### src/rtl/core/ibusfr_pkg.sv
package ibusfr_pkg;

  localparam int unsigned ByteW      = 8;
  localparam int unsigned ChNumW     = 4;
  localparam int unsigned ChValW     = 12;
  localparam int unsigned PosW       = 5;
  localparam int unsigned SumW       = 16;
  localparam int unsigned FrameDepth = 32;

  localparam logic [ByteW-1:0] Hdr0 = 8'h20;
  localparam logic [ByteW-1:0] Hdr1 = 8'h40;

  localparam logic [SumW-1:0] SumBias = 16'h0060;
  localparam logic [SumW-1:0] SumMask = 16'hFFFF;

  localparam logic [PosW-1:0] PosHdr0   = 5'd0;
  localparam logic [PosW-1:0] PosHdr1   = 5'd1;
  localparam logic [PosW-1:0] PosCsumLo = 5'd30;
  localparam logic [PosW-1:0] PosCsumHi = 5'd31;

  // first payload byte of a frame
  localparam logic [PosW-1:0] PosPayload = 5'd2;

  localparam logic OpByte = 1'b0;
  localparam logic OpRead = 1'b1;

  localparam logic KindFrame = 1'b0;
  localparam logic KindRead  = 1'b1;

  // commands from the controller to the datapath
  typedef struct packed {
    logic              take_byte;
    logic              take_read;
    logic              fetch;
    logic              emit;
    logic              emit_last;
    logic [ChNumW-1:0] ch;
  } ibusfr_cmd_t;

  // status from the datapath to the controller
  typedef struct packed {
    logic frame_ok;
    logic out_free;
  } ibusfr_sts_t;

endpackage

### src/rtl/core/ibusfr_in_if.sv
interface ibusfr_in_if;
  logic                            valid;
  logic                            ready;
  logic                            operation;
  logic [ibusfr_pkg::ByteW-1:0]    rx_byte;
  logic [ibusfr_pkg::ChNumW-1:0]   channel_index;

  modport source (output valid, output operation, output rx_byte, output channel_index,
                  input ready);
  modport sink   (input valid, input operation, input rx_byte, input channel_index,
                  output ready);
endinterface

### src/rtl/core/ibusfr_out_if.sv
interface ibusfr_out_if;
  logic                            valid;
  logic                            ready;
  logic                            kind;
  logic [ibusfr_pkg::ChNumW-1:0]   channel_number;
  logic [ibusfr_pkg::ChValW-1:0]   channel_value;
  logic                            last;

  modport source (output valid, output kind, output channel_number, output channel_value,
                  output last, input ready);
  modport sink   (input valid, input kind, input channel_number, input channel_value,
                  input last, output ready);
endinterface

### src/rtl/core/ibusfr_ctrl.sv
module ibusfr_ctrl #(
  parameter int unsigned CHANNELS = 14
) (
  input  logic                    clk_i,
  input  logic                    rst_ni,
  input  logic                    in_valid_i,
  input  logic                    operation_i,
  output logic                    in_ready_o,
  input  ibusfr_pkg::ibusfr_sts_t sts_i,
  output ibusfr_pkg::ibusfr_cmd_t cmd_o
);
  import ibusfr_pkg::*;

  localparam logic [1:0] StIdle  = 2'd0;
  localparam logic [1:0] StFetch = 2'd1;
  localparam logic [1:0] StEmit  = 2'd2;

  localparam logic [ChNumW-1:0] LastCh = ChNumW'(CHANNELS - 1);

  logic [1:0]        state_q, state_d;
  logic [ChNumW-1:0] ch_q, ch_d;
  logic              accept;

  assign in_ready_o = (state_q == StIdle) && sts_i.out_free;
  assign accept     = in_valid_i && in_ready_o;

  always_comb begin
    state_d         = state_q;
    ch_d            = ch_q;
    cmd_o           = '0;
    cmd_o.ch        = ch_q;
    cmd_o.emit_last = (ch_q == LastCh);
    unique case (state_q)
      StIdle: begin
        if (accept) begin
          if (operation_i == OpRead) begin
            cmd_o.take_read = 1'b1;
          end else begin
            cmd_o.take_byte = 1'b1;
            if (sts_i.frame_ok) begin
              state_d = StFetch;
              ch_d    = '0;
            end
          end
        end
      end
      StFetch: begin
        cmd_o.fetch = 1'b1;
        state_d     = StEmit;
      end
      StEmit: begin
        if (sts_i.out_free) begin
          cmd_o.emit = 1'b1;
          if (ch_q == LastCh) begin
            state_d = StIdle;
          end else begin
            ch_d    = ch_q + 1'b1;
            state_d = StFetch;
          end
        end
      end
      default: begin
        state_d = StIdle;
      end
    endcase
  end

  always_ff @(posedge clk_i or negedge rst_ni) begin
    if (!rst_ni) begin
      state_q <= StIdle;
      ch_q    <= '0;
    end else begin
      state_q <= state_d;
      ch_q    <= ch_d;
    end
  end

  // the channel counter never runs past the configured count during an update
  assert property (@(posedge clk_i) disable iff (!rst_ni)
    (state_q != StIdle) |-> (ch_q <= LastCh))
    else $error("channel counter out of range");

  // emitting the last channel closes the update run
  assert property (@(posedge clk_i) disable iff (!rst_ni)
    (cmd_o.emit && (ch_q == LastCh)) |=> (state_q == StIdle))
    else $error("update run did not end after last channel");

  // no new word is taken while a channel update is in flight
  assert property (@(posedge clk_i) disable iff (!rst_ni)
    (state_q != StIdle) |-> !in_ready_o)
    else $error("input taken during channel update");

endmodule

### src/rtl/core/ibusfr_dp.sv
module ibusfr_dp #(
  parameter int unsigned CHANNELS = 14
) (
  input  logic                              clk_i,
  input  logic                              rst_ni,
  input  ibusfr_pkg::ibusfr_cmd_t           cmd_i,
  output ibusfr_pkg::ibusfr_sts_t           sts_o,
  input  logic [ibusfr_pkg::ByteW-1:0]      rx_byte_i,
  input  logic [ibusfr_pkg::ChNumW-1:0]     channel_index_i,
  input  logic                              out_ready_i,
  output logic                              out_valid_o,
  output logic                              kind_o,
  output logic [ibusfr_pkg::ChNumW-1:0]     channel_number_o,
  output logic [ibusfr_pkg::ChValW-1:0]     channel_value_o,
  output logic                              last_o
);
  import ibusfr_pkg::*;

  localparam int unsigned StoreAw = (CHANNELS > 1) ? $clog2(CHANNELS) : 1;

  // parser state
  logic [PosW-1:0]  pos_q, pos_d;
  logic [SumW-1:0]  sum_q, sum_d;
  logic [ByteW-1:0] csum_lo_q;

  // frame buffer and its read registers
  logic [ByteW-1:0] frame_mem [FrameDepth];
  logic [ByteW-1:0] lo_q, hi_q;
  logic [PosW-1:0]  lo_addr, hi_addr;

  // channel store
  logic [ChValW-1:0] store_q [CHANNELS];
  logic [ChValW-1:0] emit_val;
  logic [ChValW-1:0] read_val;

  // output register
  logic              out_valid_q;
  logic              kind_q;
  logic [ChNumW-1:0] num_q;
  logic [ChValW-1:0] val_q;
  logic              last_q;
  logic              out_load;

  assign sts_o.out_free = !out_valid_q || out_ready_i;
  assign sts_o.frame_ok = (pos_q == PosCsumHi) &&
                          ({rx_byte_i, csum_lo_q} == ((sum_q + SumBias) ^ SumMask));

  // byte parser: hunt for the header, sum payload, hold checksum low byte
  always_comb begin
    pos_d = pos_q;
    sum_d = sum_q;
    if (cmd_i.take_byte) begin
      priority if (pos_q == PosHdr0) begin
        pos_d = (rx_byte_i == Hdr0) ? PosHdr1 : PosHdr0;
      end else if (pos_q == PosHdr1) begin
        if (rx_byte_i == Hdr1) begin
          sum_d = '0;
          pos_d = PosPayload;
        end else begin
          pos_d = PosHdr0;
        end
      end else if (pos_q < PosCsumLo) begin
        sum_d = sum_q + SumW'(rx_byte_i);
        pos_d = pos_q + 1'b1;
      end else if (pos_q == PosCsumLo) begin
        pos_d = PosCsumHi;
      end else begin
        pos_d = PosHdr0;
      end
    end
  end

  always_ff @(posedge clk_i or negedge rst_ni) begin
    if (!rst_ni) begin
      pos_q <= PosHdr0;
      sum_q <= '0;
    end else begin
      pos_q <= pos_d;
      sum_q <= sum_d;
    end
  end

  always_ff @(posedge clk_i) begin
    if (cmd_i.take_byte && (pos_q == PosCsumLo)) begin
      csum_lo_q <= rx_byte_i;
    end
  end

  // channel i sits in bytes 2+2i (low) and 3+2i (high nibble)
  assign lo_addr = {cmd_i.ch, 1'b0} + PosPayload;
  assign hi_addr = {cmd_i.ch, 1'b1} + PosPayload;

  always_ff @(posedge clk_i) begin
    if (cmd_i.take_byte) begin
      frame_mem[pos_q] <= rx_byte_i;
    end
    if (cmd_i.fetch) begin
      lo_q <= frame_mem[lo_addr];
      hi_q <= frame_mem[hi_addr];
    end
  end

  assign emit_val = {hi_q[ChValW-ByteW-1:0], lo_q};
  assign read_val = (channel_index_i < ChNumW'(CHANNELS)) ?
                    store_q[channel_index_i[StoreAw-1:0]] : '0;

  always_ff @(posedge clk_i or negedge rst_ni) begin
    if (!rst_ni) begin
      for (int i = 0; i < int'(CHANNELS); i++) begin
        store_q[i] <= '0;
      end
    end else if (cmd_i.emit) begin
      store_q[cmd_i.ch[StoreAw-1:0]] <= emit_val;
    end
  end

  assign out_load = cmd_i.emit || cmd_i.take_read;

  always_ff @(posedge clk_i or negedge rst_ni) begin
    if (!rst_ni) begin
      out_valid_q <= 1'b0;
    end else if (out_load) begin
      out_valid_q <= 1'b1;
    end else if (out_ready_i) begin
      out_valid_q <= 1'b0;
    end
  end

  always_ff @(posedge clk_i) begin
    if (cmd_i.emit) begin
      kind_q <= KindFrame;
      num_q  <= cmd_i.ch;
      val_q  <= emit_val;
      last_q <= cmd_i.emit_last;
    end else if (cmd_i.take_read) begin
      kind_q <= KindRead;
      num_q  <= channel_index_i;
      val_q  <= read_val;
      last_q <= 1'b1;
    end
  end

  assign out_valid_o      = out_valid_q;
  assign kind_o           = kind_q;
  assign channel_number_o = num_q;
  assign channel_value_o  = val_q;
  assign last_o           = last_q;

  // commands are mutually exclusive
  assert property (@(posedge clk_i) disable iff (!rst_ni)
    $onehot0({cmd_i.take_byte, cmd_i.take_read, cmd_i.fetch, cmd_i.emit}))
    else $error("overlapping datapath commands");

  // a read reply is always a single final word
  assert property (@(posedge clk_i) disable iff (!rst_ni)
    cmd_i.take_read |=> (out_valid_q && (kind_q == KindRead) && last_q))
    else $error("read reply malformed");

  // a word is only loaded when the output slot is free
  assert property (@(posedge clk_i) disable iff (!rst_ni)
    out_load |-> sts_o.out_free)
    else $error("output word overwritten");

endmodule

### src/rtl/core/ibus_frame_receiver_core.sv
// Timing: a read reply is valid on the cycle after the read word is accepted.
// Throughput: one input word per cycle while the output drains; a good frame end stops input
//   until every channel is stored: frame buffer read, then store write once output is free.
// Reset (rst_ni, asynchronous, active low): parser hunts for the header, sum and all stored
//   channels clear to zero, output empty; the frame buffer is not cleared.
module ibus_frame_receiver_core #(
  parameter int unsigned CHANNELS = 14
) (
  input  logic         clk_i,
  input  logic         rst_ni,
  ibusfr_in_if.sink    rx_i,
  ibusfr_out_if.source res_o
);
  import ibusfr_pkg::*;

  ibusfr_cmd_t cmd;
  ibusfr_sts_t sts;

  // Controller: hold the input while a channel update is running, and step
  // through the channels once a frame passes its checksum.
  ibusfr_ctrl #(
    .CHANNELS (CHANNELS)
  ) u_ctrl (
    .clk_i       (clk_i),
    .rst_ni      (rst_ni),
    .in_valid_i  (rx_i.valid),
    .operation_i (rx_i.operation),
    .in_ready_o  (rx_i.ready),
    .sts_i       (sts),
    .cmd_o       (cmd)
  );

  // Datapath: byte parser with running sum, frame buffer, channel store and
  // the output register that parts the two handshake sides.
  ibusfr_dp #(
    .CHANNELS (CHANNELS)
  ) u_dp (
    .clk_i            (clk_i),
    .rst_ni           (rst_ni),
    .cmd_i            (cmd),
    .sts_o            (sts),
    .rx_byte_i        (rx_i.rx_byte),
    .channel_index_i  (rx_i.channel_index),
    .out_ready_i      (res_o.ready),
    .out_valid_o      (res_o.valid),
    .kind_o           (res_o.kind),
    .channel_number_o (res_o.channel_number),
    .channel_value_o  (res_o.channel_value),
    .last_o           (res_o.last)
  );

endmodule

### src/flat_wrapper.sv
// flat-port wrapper written by rule: the top's interface ports become plain ports
module ibus_frame_receiver_core_flat import ibusfr_pkg::*;
#(
  parameter int unsigned CHANNELS = 14
)
  (clk_i, rst_ni, rx_i_valid, rx_i_operation, rx_i_rx_byte, rx_i_channel_index, rx_i_ready, res_o_valid, res_o_kind, res_o_channel_number, res_o_channel_value, res_o_last, res_o_ready);
  ibusfr_in_if rx_i_i ();
  ibusfr_out_if res_o_i ();
  input  logic clk_i;
  input  logic rst_ni;
  input wire logic [$bits(rx_i_i.valid)-1:0] rx_i_valid;
  input wire logic [$bits(rx_i_i.operation)-1:0] rx_i_operation;
  input wire logic [$bits(rx_i_i.rx_byte)-1:0] rx_i_rx_byte;
  input wire logic [$bits(rx_i_i.channel_index)-1:0] rx_i_channel_index;
  output wire logic [$bits(rx_i_i.ready)-1:0] rx_i_ready;
  output wire logic [$bits(res_o_i.valid)-1:0] res_o_valid;
  output wire logic [$bits(res_o_i.kind)-1:0] res_o_kind;
  output wire logic [$bits(res_o_i.channel_number)-1:0] res_o_channel_number;
  output wire logic [$bits(res_o_i.channel_value)-1:0] res_o_channel_value;
  output wire logic [$bits(res_o_i.last)-1:0] res_o_last;
  input wire logic [$bits(res_o_i.ready)-1:0] res_o_ready;
  assign rx_i_i.valid = rx_i_valid;
  assign rx_i_i.operation = rx_i_operation;
  assign rx_i_i.rx_byte = rx_i_rx_byte;
  assign rx_i_i.channel_index = rx_i_channel_index;
  assign rx_i_ready = rx_i_i.ready;
  assign res_o_valid = res_o_i.valid;
  assign res_o_kind = res_o_i.kind;
  assign res_o_channel_number = res_o_i.channel_number;
  assign res_o_channel_value = res_o_i.channel_value;
  assign res_o_last = res_o_i.last;
  assign res_o_i.ready = res_o_ready;
  ibus_frame_receiver_core #(.CHANNELS(CHANNELS)) u_core (.clk_i(clk_i), .rst_ni(rst_ni), .rx_i(rx_i_i), .res_o(res_o_i));
endmodule
### config.mk
export PLATFORM = sky130hd
export DESIGN_NAME = ibus_frame_receiver_core_flat
export DESIGN_NICKNAME = d
export VERILOG_FILES = /design/src/rtl/core/ibusfr_pkg.sv /design/src/rtl/core/ibusfr_in_if.sv /design/src/rtl/core/ibusfr_out_if.sv /design/src/rtl/core/ibusfr_ctrl.sv /design/src/rtl/core/ibusfr_dp.sv /design/src/rtl/core/ibus_frame_receiver_core.sv /design/src/flat_wrapper.sv
export SDC_FILE = /design/constraint.sdc
export NUM_CORES = 1
export LEC_CHECK = 0
export BUFFER_PORTS_ARGS = -buffer_cell sky130_fd_sc_hd__buf_2
export CORE_MARGIN = 3
export CORE_UTILIZATION = 50
export CTS_CLUSTER_DIAMETER = 200
export DETAILED_ROUTE_END_ITERATION = 10
export HOLD_SLACK_MARGIN = 0.15
export PLACE_DENSITY = 0.68
export SYNTH_ARGS = -nofsm -noshare
export SYNTH_HDL_FRONTEND = slang
export SYNTH_SLANG_ARGS = --single-unit
### constraint.sdc
create_clock -name clk_i -period 3.1 [get_ports clk_i]
set_clock_uncertainty 0.05 [all_clocks]
set_input_delay 0.62 -clock clk_i [delete_from_list [all_inputs] [get_ports clk_i]]
set_output_delay 0.62 -clock clk_i [all_outputs]
set_load 0.05 [all_outputs]
==> metrics.txt <==
Post-synth EDFFs=229; Post-Syn Nets=1215; post-route cell area=0.02120 mm^2; GPL Wtd Cong=0.8558; Main synth FF type=edfxtp_1; RSZ-0062 raised after global routing=false; max cap viols=0; FP Rows=70; CTS Buf Count=45; Core Region=0.03670 mm^2; worst ir drop on vdd=520.6 uV; Final Non-Filler Cells=1750; nets@finish=1281; DP Wirelength=25.55 mm; Worst Max-Slew Pin Slew=0.7338 ns; f_max=0.3937 GHz; starting density of the core=50.94%; Die Span Y=199.4 um; # setup viols final=0; HP Class=in -> reg; total track usage=20.42%; Seq/Total Area, Yosys=63.12%; mapped cell area=0.01870 mm^2; Bufs on Longest Clock Path=3; CP startpoint kind=flop; DR pass1 iterations=5; Layout area overhead=13.41%; hold slack=0.3723 ns; Hold Buf Count CTS=1; final wirelength=39.39 mm; first-pass GRT wire length=62.33 mm; fin crit share=81.94%; ANT cells=0; Finished Core Util=57.77%; Port Buffer Count=36; CTS tree=done; Clock Sinks=426; Critical Path AT=2.90 ns; Yosys Warn Count=0; placed instance count=1665; status=finished, final reports clean; initial antenna violation count=0; vias in the first global route=10718; layout cell share with drive strength beyond 1=34.56%; post-synthesis cell count=1179; PnR worst setup slack=0.5597 ns; drc violations=0; Post-DRT Antenna Nets=0; I/O pin count=37; CTS resizes=0; CP Max Fanout=6; chip width=199.4 um; Pleak=8.511 nW; Rel. slew slack=50.96%; DP Worst Slack=0.2980 ns; global route total overflow=0; Clock Tree Root=clkbuf_16; final hold viol count=0; Pwr per Cell Area=597.6 mW/mm^2; crit path time final=2.540 ns; H-tree levels=2; Crit. End Element=flop; Syn Area/Cell=15.86 um^2; Unique masters post-synth=61; number of DRC markers in iteration 0=760; critical path class=reg -> reg; die area=0.03975 mm^2; Clk Latency, worst-skew pair=0.55 ns; Placed Area=0.01968 mm^2; vias=10226; Pins Over Slew Limit=0; Post-CTS Setup Inserts=0; Async S/R FF share, synth=46.01%; post-DR wirelength/cell=22.51 um; synthesized flop and latch total=426; CP required=3.46 ns; Setup TNS=0 ns; pin count of the biggest net entering global routing=73; Final Power=12.67 mW; CTS clock-pin slew for the worst setup and hold paths=0.06 ns; vias per cell=5.843
==> final timing paths <==
check / start / to / slack [ns] / depth (start not counted)
max: u_core.u_ctrl.ch_q[1]$_DFFE_PN0P_ / u_core.u_ctrl.ch_q[1]$_DFFE_PN0P_ / 0.56 / 8
min in group asynchronous: rst_ni / u_core.u_dp.store_q[99]$_DFFE_PN0P_ / 0.61 / 2
min: rx_i_operation / u_core.u_dp.kind_o$_SDFFE_PP0P_ / 0.37 / 3
min reg2reg: u_core.u_dp.kind_o$_SDFFE_PP0P_ / u_core.u_dp.kind_o$_SDFFE_PP0P_ / 0.39 / 2
max in group asynchronous: rst_ni / u_core.u_dp.store_q[116]$_DFFE_PN0P_ / 1.61 / 3
max reg2reg: u_core.u_ctrl.ch_q[1]$_DFFE_PN0P_ / u_core.u_ctrl.ch_q[1]$_DFFE_PN0P_ / 0.56 / 8
==> per-layer routing <==
layer | vias up | GRT usage [%] | routed length (um)
met4 | 0 | 4.575 | 743
met2 | 194 | 34.94 | 19890
li1 | 4642 | - | -
met5 | - | 0 | 0
met3 | 56 | 2.984 | 1450
met1 | 5334 | 28.20 | 17310
==> Yosys cell counts (7+ instances only) <==
cell / instances / share of area (%)
nand2b_1: 8 / 0.27
dfrtp_1: 196 / 26
nand3_1: 16 / 0.43
or3_1: 9 / 0.30
xnor2_1: 8 / 0.37
o21ai_0: 41 / 1.1
ha_1: 18 / 1.2
nor3_1: 7 / 0.19
mux4_2: 97 / 12
clkbuf_1: 53 / 1.1
o22ai_1: 13 / 0.44
xor2_1: 14 / 0.66
mux2i_1: 25 / 1.3
a21oi_1: 27 / 0.72
inv_1: 27 / 0.54
nor2_1: 58 / 1.2
edfxtp_1: 229 / 37
mux2_2: 169 / 10
buf_2: 16 / 0.43
nand2_1: 71 / 1.4
==> power by group <==
group	leakage [nW]	internal (mW)	switching, mW
Clock	0.741	3.25	2.17
Combinational	2.97	0.390	0.660
Sequential	4.80	6.08	0.114
==> cell usage in the layout, fill, tap and decap left out, drive strengths merged, types with 14 or more instances in the layout <==
master / Yosys / routed
xor2: 14 / 14
dfrtp: 196 / 196
inv: 27 / 30
nand3: 16 / 16
ha: 18 / 18
mux4: 97 / 97
edfxtp: 229 / 229
clkbuf: 53 / 62
o21ai: 41 / 41
mux2: 169 / 169
a21oi: 27 / 27
buf: 22 / 92
nor2: 58 / 58
mux2i: 25 / 25
nand2: 71 / 71
==> cell type report <==
| class | count | area [um^2] |
|---|---|---|
| fillers | 2813 | 15500 |
| clock inverters | 23 | 262.8 |
| well taps | 468 | 585.6 |
| flip-flops and latches | 426 | 11810 |
| repair buffers | 94 | 704.4 |
| clock buffers | 61 | 1246 |
| inverters | 27 | 101.3 |
| multi-input cells | 651 | 6496 |
==> logic make-up (layout without fill, tap and decap cells) <==
family | after synthesis | after routing | synth area share [%]
flops | 426 | 426 | 63.12
mux | 291 | 291 | 23.20
simple gates | 205 | 205 | 5.408
compound gates | 114 | 114 | 3.728
buf+inv | 102 | 205 | 2.195
xor+xnor | 22 | 22 | 1.031
fa+ha+maj | 19 | 19 | 1.312
==> flip-flops by register name (all words and copies together), names as in the netlist <==
register	flops
u_core.u_dp.frame_mem	192
u_core.u_dp.store_q	168
u_core.u_dp.sum_q	16
u_core.u_dp.channel_value_o	12
u_core.u_dp.csum_lo_q	8
u_core.u_dp.lo_q	8
u_core.u_dp.pos_q	5
u_core.u_ctrl.ch_q	4
u_core.u_dp.channel_number_o	4
u_core.u_dp.hi_q	4
u_core.u_ctrl.state_q	2
u_core.u_dp.kind_o	1
u_core.u_dp.last_o	1
u_core.u_dp.out_valid_o	1
==> critical path, cell delays in order, from the launching register on <==
cell and delay, ns:
dfrtp_1 0.41, inv_1 0.12, ha_1 0.26, nand3_1 0.24, a31oi_1 0.13, nor4_1 0.37
o2111ai_1 0.19, nor4_2 0.47, o21ai_0 0.17
Note: power is estimated with default switching activity, not from simulation.
